===== src/ovn2d_pkg.sv =====
// ---------------------------------------------------------------------------
// ovn2d_pkg
// Shared types and constants of the octave value noise unit: field widths,
// fixed-point formats, state enums and the divider request/response structs.
// ---------------------------------------------------------------------------
package ovn2d_pkg;

  // field widths
  localparam int SEED_W   = 16;
  localparam int COORD_W  = 7;
  localparam int OCT_W    = 3;
  localparam int BIAS_W   = 14;

  // octave weight, unsigned Q16.24 saturated to 40 bits
  localparam int WGT_W    = 40;
  localparam int WGT_HALF = 20;
  localparam logic [WGT_W-1:0] WGT_ONE = WGT_W'(64'd1 << 24);
  localparam logic [WGT_W-1:0] WGT_MAX = {WGT_W{1'b1}};

  // accumulators: up to seven octaves of value times weight
  localparam int ACC_W    = 59;
  localparam int WSUM_W   = 43;

  // shared divider
  localparam int DIV_W    = 64;
  localparam int QUO_W    = 40;
  localparam int QB_W     = 6;
  localparam logic [QB_W-1:0] WGT_QBITS = QB_W'(40);
  localparam logic [QB_W-1:0] OUT_QBITS = QB_W'(16);

  localparam logic [SEED_W-1:0] OUT_MAX = {SEED_W{1'b1}};

  // input item kinds carried on tuser
  localparam logic FUNC_LOAD  = 1'b0;
  localparam logic FUNC_QUERY = 1'b1;

  // register indexes on the configuration port
  localparam logic REG_OCTAVE_COUNT = 1'b0;
  localparam logic REG_SCALING_BIAS = 1'b1;

  // reset values of the configuration registers
  localparam logic [OCT_W-1:0]  OCT_RESET  = OCT_W'(5);
  localparam logic [BIAS_W-1:0] BIAS_RESET = BIAS_W'(512);

  typedef enum logic [2:0] {
    ST_IDLE,
    ST_READ,
    ST_MUL,
    ST_DIVW,
    ST_DIVF,
    ST_OUT
  } nv_state_t;

  typedef enum logic [1:0] {
    DV_IDLE,
    DV_CHECK,
    DV_RUN,
    DV_DONE
  } div_state_t;

  // divide num by dsh >> (qbits - 1): dsh is the divisor
  // already aligned to the top quotient bit
  typedef struct packed {
    logic             start;
    logic [DIV_W-1:0] num;
    logic [DIV_W-1:0] dsh;
    logic [QB_W-1:0]  qbits;
  } div_req_t;

  typedef struct packed {
    logic             done;
    logic             sat;
    logic [QUO_W-1:0] quo;
  } div_rsp_t;

endpackage


===== src/ovn2d_div.sv =====
// ---------------------------------------------------------------------------
// ovn2d_div
// Restoring divider, one quotient bit per cycle. A first cycle checks whether
// the quotient overflows the requested number of bits and flags saturation.
// ---------------------------------------------------------------------------
module ovn2d_div (
  input  logic                clk,
  input  logic                rst_n,
  input  ovn2d_pkg::div_req_t req,
  output ovn2d_pkg::div_rsp_t rsp
);

  import ovn2d_pkg::*;

  div_state_t       state_r, state_nxt;
  logic [DIV_W-1:0] rem_r, rem_nxt;
  logic [DIV_W-1:0] dsh_r, dsh_nxt;
  logic [QUO_W-1:0] quo_r, quo_nxt;
  logic [QB_W-1:0]  cnt_r, cnt_nxt;
  logic             sat_r, sat_nxt;
  logic             over;
  logic             ge;

  // quotient would need more than qbits bits
  assign over = {1'b0, rem_r} >= {dsh_r, 1'b0};
  // trial subtract of the aligned divisor
  assign ge   = rem_r >= dsh_r;

  // next state
  always_comb begin
    state_nxt = state_r;
    unique case (state_r)
      DV_IDLE:  if (req.start) state_nxt = DV_CHECK;
      DV_CHECK: state_nxt = over ? DV_DONE : DV_RUN;
      DV_RUN:   if (cnt_r == QB_W'(1)) state_nxt = DV_DONE;
      DV_DONE:  state_nxt = DV_IDLE;
      default:  state_nxt = DV_IDLE;
    endcase
  end

  // datapath
  always_comb begin
    rem_nxt = rem_r;
    dsh_nxt = dsh_r;
    quo_nxt = quo_r;
    cnt_nxt = cnt_r;
    sat_nxt = sat_r;
    unique case (state_r)
      DV_IDLE: begin
        if (req.start) begin
          rem_nxt = req.num;
          dsh_nxt = req.dsh;
          cnt_nxt = req.qbits;
          quo_nxt = '0;
          sat_nxt = 1'b0;
        end
      end
      DV_CHECK: sat_nxt = over;
      DV_RUN: begin
        if (ge) begin
          rem_nxt = rem_r - dsh_r;
        end
        quo_nxt = {quo_r[QUO_W-2:0], ge};
        dsh_nxt = dsh_r >> 1;
        cnt_nxt = cnt_r - QB_W'(1);
      end
      default: begin
      end
    endcase
  end

  always_ff @(posedge clk) begin
    if (!rst_n) begin
      state_r <= DV_IDLE;
    end else begin
      state_r <= state_nxt;
    end
  end

  always_ff @(posedge clk) begin
    rem_r <= rem_nxt;
    dsh_r <= dsh_nxt;
    quo_r <= quo_nxt;
    cnt_r <= cnt_nxt;
    sat_r <= sat_nxt;
  end

  // outputs
  always_comb begin
    rsp.done = (state_r == DV_DONE);
    rsp.sat  = sat_r;
    rsp.quo  = quo_r;
  end

endmodule


===== config.mk =====
export PLATFORM = sky130hd
export DESIGN_NAME = ovn2d_div
export DESIGN_NICKNAME = d
export VERILOG_FILES = /design/src/ovn2d_pkg.sv /design/src/ovn2d_div.sv
export SDC_FILE = /design/constraint.sdc
export NUM_CORES = 1
export LEC_CHECK = 0
export ABC_AREA = 1
export BUFFER_PORTS_ARGS = -buffer_cell sky130_fd_sc_hd__buf_4
export CORE_MARGIN = 4
export CORE_UTILIZATION = 47
export DETAILED_ROUTE_END_ITERATION = 10
export GPL_TIMING_DRIVEN = 0
export HOLD_SLACK_MARGIN = 0.02
export PLACE_DENSITY_LB_ADDON = 0.2
export SYNTH_ARGS = -nofsm -noshare
export SYNTH_HDL_FRONTEND = slang
export SYNTH_SLANG_ARGS = --single-unit

===== constraint.sdc =====
create_clock -name clk -period 9.3 [get_ports clk]
set_input_delay 0 -clock clk [delete_from_list [all_inputs] [get_ports clk]]
set_output_delay 0 -clock clk [all_outputs]
set_load 0.03 [all_outputs]

==> metrics.csv <==
metric,value,unit
grt_pass1_vias,13500,
crit_path_start_kind,register,
avgSynthCellArea,7.49,um^2
die_x,181,um
hpwl,39.2,mm
first_pass_iters,7,
routed-via-count,13800,
min_period_over_period,40.8,%
drc,0,
die_height,181,um
vias_per_cell,5.29,
gp_routability_congestion,0.976,
critPathCaptureType,register,
fin_skew,0.0140,ns
outcome,"finished, final reports clean",
reg2reg_depth,10,
crit_path_top_delay_cell,clkbuf_1,
grt_pass1_wl,74.3,mm
rsz0062_at_grt,no,
cts_setup_buffers,0,
synthArstFlopShare,0,%
drv_cap,0,
drive_above_1_share,12.4,%
seq_area_frac_synth,37.7,%
cp_max_fo,34,
area_delta_synth_final,27.9,%
tightest_slew,1.36,ns
die_area,32700,um^2
slew_viol_final,0,
finalNetCount,2484,
synth_edf_count,175,
instances_no_fill,2610,
synthFlopType,edfxtp_1,
path_cells,"inv_1, ha_1, clkinv_1, clkbuf_1, a21oi_4, buf_12, buf_12, inv_1, nor2_4, buf_12",
synthesis.nets,2145,
clkLatencyLatePin,0.47,ns
cts_inserted_buffers,17,
crit_required,9.45,ns
drt_iter0_markers,1022,
holdPathStages,4,
syn_area,14000,um^2
hold_violations,0,
rows,62,
cts.sinks,177,
core_area,29100,um^2
crit_path_max_incr_delay,0.69,ns
overflow,0,
grt_use_total,29.2,%
fin_util,61.7,%
numPortBuffers,178,
slew_headroom,9.37,%
holdCritStartpoint,rst_n,
cts_buffer_depth,2,
fill_cells,2588,
ctsRootBufferMaster,clkbuf_16,
hold_end,state_r[0]$_SDFFE_PN0P_,
pin_count,179,
start_util,48.2,%
r2r_slack,5.50,ns
cts-htree-levels,4,
hold_class,primary input to register,
crit_top_cell,buf_12,
setup_tns,0,ns
final_common_cell,nand2_1,
rr_endpoint,rem_r[3]$_DFFE_PP_,
synth_cells,1874,
routedWlPerCell,18.7,um
routed_wl,48.8,mm
synth-seq-cells,177,
ant_nets,0,
ys_warn_count,0,
max_freq,263,MHz
crit_arrival,3.95,ns
cts_tree,done,
synth_cell_type_count,46,
setup_violations,0,
rr_startpoint,state_r[0]$_SDFFE_PN0P_,
num_antenna_cells,0,
grt_max_degree,35,
placedCellCount,2442,
grt_antenna_before_repair,1,
clk_pin_slew_worst_paths,0.08,ns
crit_type,register to register,
layout_common_cells,"483 x nand2_1, 291 x inv_1, 180 x buf_4, 175 x edfxtp_1, 169 x nor2_1",
final.min_clock_period,3.80,ns
==> synth_stat cells (6+ instances only) <==
master,instances,area [um^2]
nor3_1,22,110
a31oi_1,12,75.1
inv_1,291,1090
o21bai_1,12,90.1
edfxtp_1,175,5260
xnor2_1,25,219
nand2_1,483,1810
nor2_2,8,50.1
nand2_2,12,75.1
ha_1,133,1660
a21oi_2,7,61.3
xor2_1,6,52.6
nand3_1,73,365
nand4_1,32,200
clkbuf_1,30,113
nand3b_1,12,90.1
nand3_2,6,60.1
a21oi_1,128,641
o21ai_1,14,70.1
nor2_1,170,638
o21ai_0,168,841
==> what timing repair did <==
action	in CTS	in global routing
resized for setup	0	0
hold endpoints to repair	137	0
hold buffers	136	0
==> stage by stage <==
step,hold WS (ns),worst slack [ns],cell area [um^2]
floorplan,0.109,1.67,14000
finish,0.342,5.50,17900
global placement,0.235,-2.20,15900
CTS,0.293,5.53,17900
detailed placement,0.244,5.55,16000
global route,0.318,5.34,17900
==> worst max-delay path, delay by kind of cell, from the launching register on <==
| family | cells | cell delay (ns) |
|---|---|---|
| buffers and inverters | 7 | 2.00 |
| AND/OR/NAND/NOR | 1 | 0.17 |
| AO/OA/AOI/OAI | 1 | 0.67 |
| flip-flops | 1 | 0.35 |
| adder cells (fa/ha/maj) | 1 | 0.22 |
==> worst max path at each step <==
stage                             from                  end  slack [ns]  cells after the start
2_1_floorplan  state_r[0]$_SDFFE_PN0P_   rem_r[0]$_DFFE_PP_        1.67                      7
3_3_place_gp   state_r[0]$_SDFFE_PN0P_  rem_r[61]$_DFFE_PP_       -2.20                      7
3_5_place_dp   state_r[0]$_SDFFE_PN0P_  rem_r[63]$_DFFE_PP_        5.55                     10
4_1_cts        state_r[0]$_SDFFE_PN0P_   rem_r[3]$_DFFE_PP_        5.53                     10
5_1_grt        state_r[0]$_SDFFE_PN0P_   rem_r[3]$_DFFE_PP_        5.34                     10
6_report       state_r[0]$_SDFFE_PN0P_   rem_r[3]$_DFFE_PP_        5.50                     10
==> registers in the layout, indices dropped and copies added (netlist names) <==
register / cells
rem_r: 64
quo_r: 40
sat_r: 1
state_r: 2
dsh_r: 64
cnt_r: 6
==> cell type report <==
type / count / area (um^2) / share of cell area, %
Tap cell: 384 / 480 / 2.68
Inverter: 297 / 1110 / 6.21
Sequential cell: 177 / 5300 / 29.5
Clock inverter: 13 / 135 / 0.753
Timing Repair Buffer: 320 / 2830 / 15.7
Clock buffer: 19 / 453 / 2.52
Buffer: 34 / 136 / 0.760
Multi-Input combinational cell: 1366 / 7500 / 41.8
==> routing by layer <==
| layer | vias to the layer above | GRT usage, % | share of wire [%] |
|---|---|---|---|
| met3 | 62 | 4.99 | 5.7 |
| met5 | - | 0 | 0 |
| li1 | 6903 | - | - |
| met4 | 0 | 8.98 | 2.9 |
| met1 | 6431 | 38.5 | 44 |
| met2 | 417 | 49.3 | 48 |
==> kinds of logic (layout without fill, tap and decap cells) <==
group,Yosys count,after routing,share of synthesized area (%)
xor gates and xnor gates,31,31,1.93
adders and majority gates,134,134,12.0
AOI/OAI and AO/OA,362,362,13.9
DFF,177,177,37.7
and+or+nand+nor,839,839,25.5
buffers and inverters,331,683,8.92
Power is not shown: default switching activity piles up to over one toggle a cycle in this logic, so the estimate is an artifact.
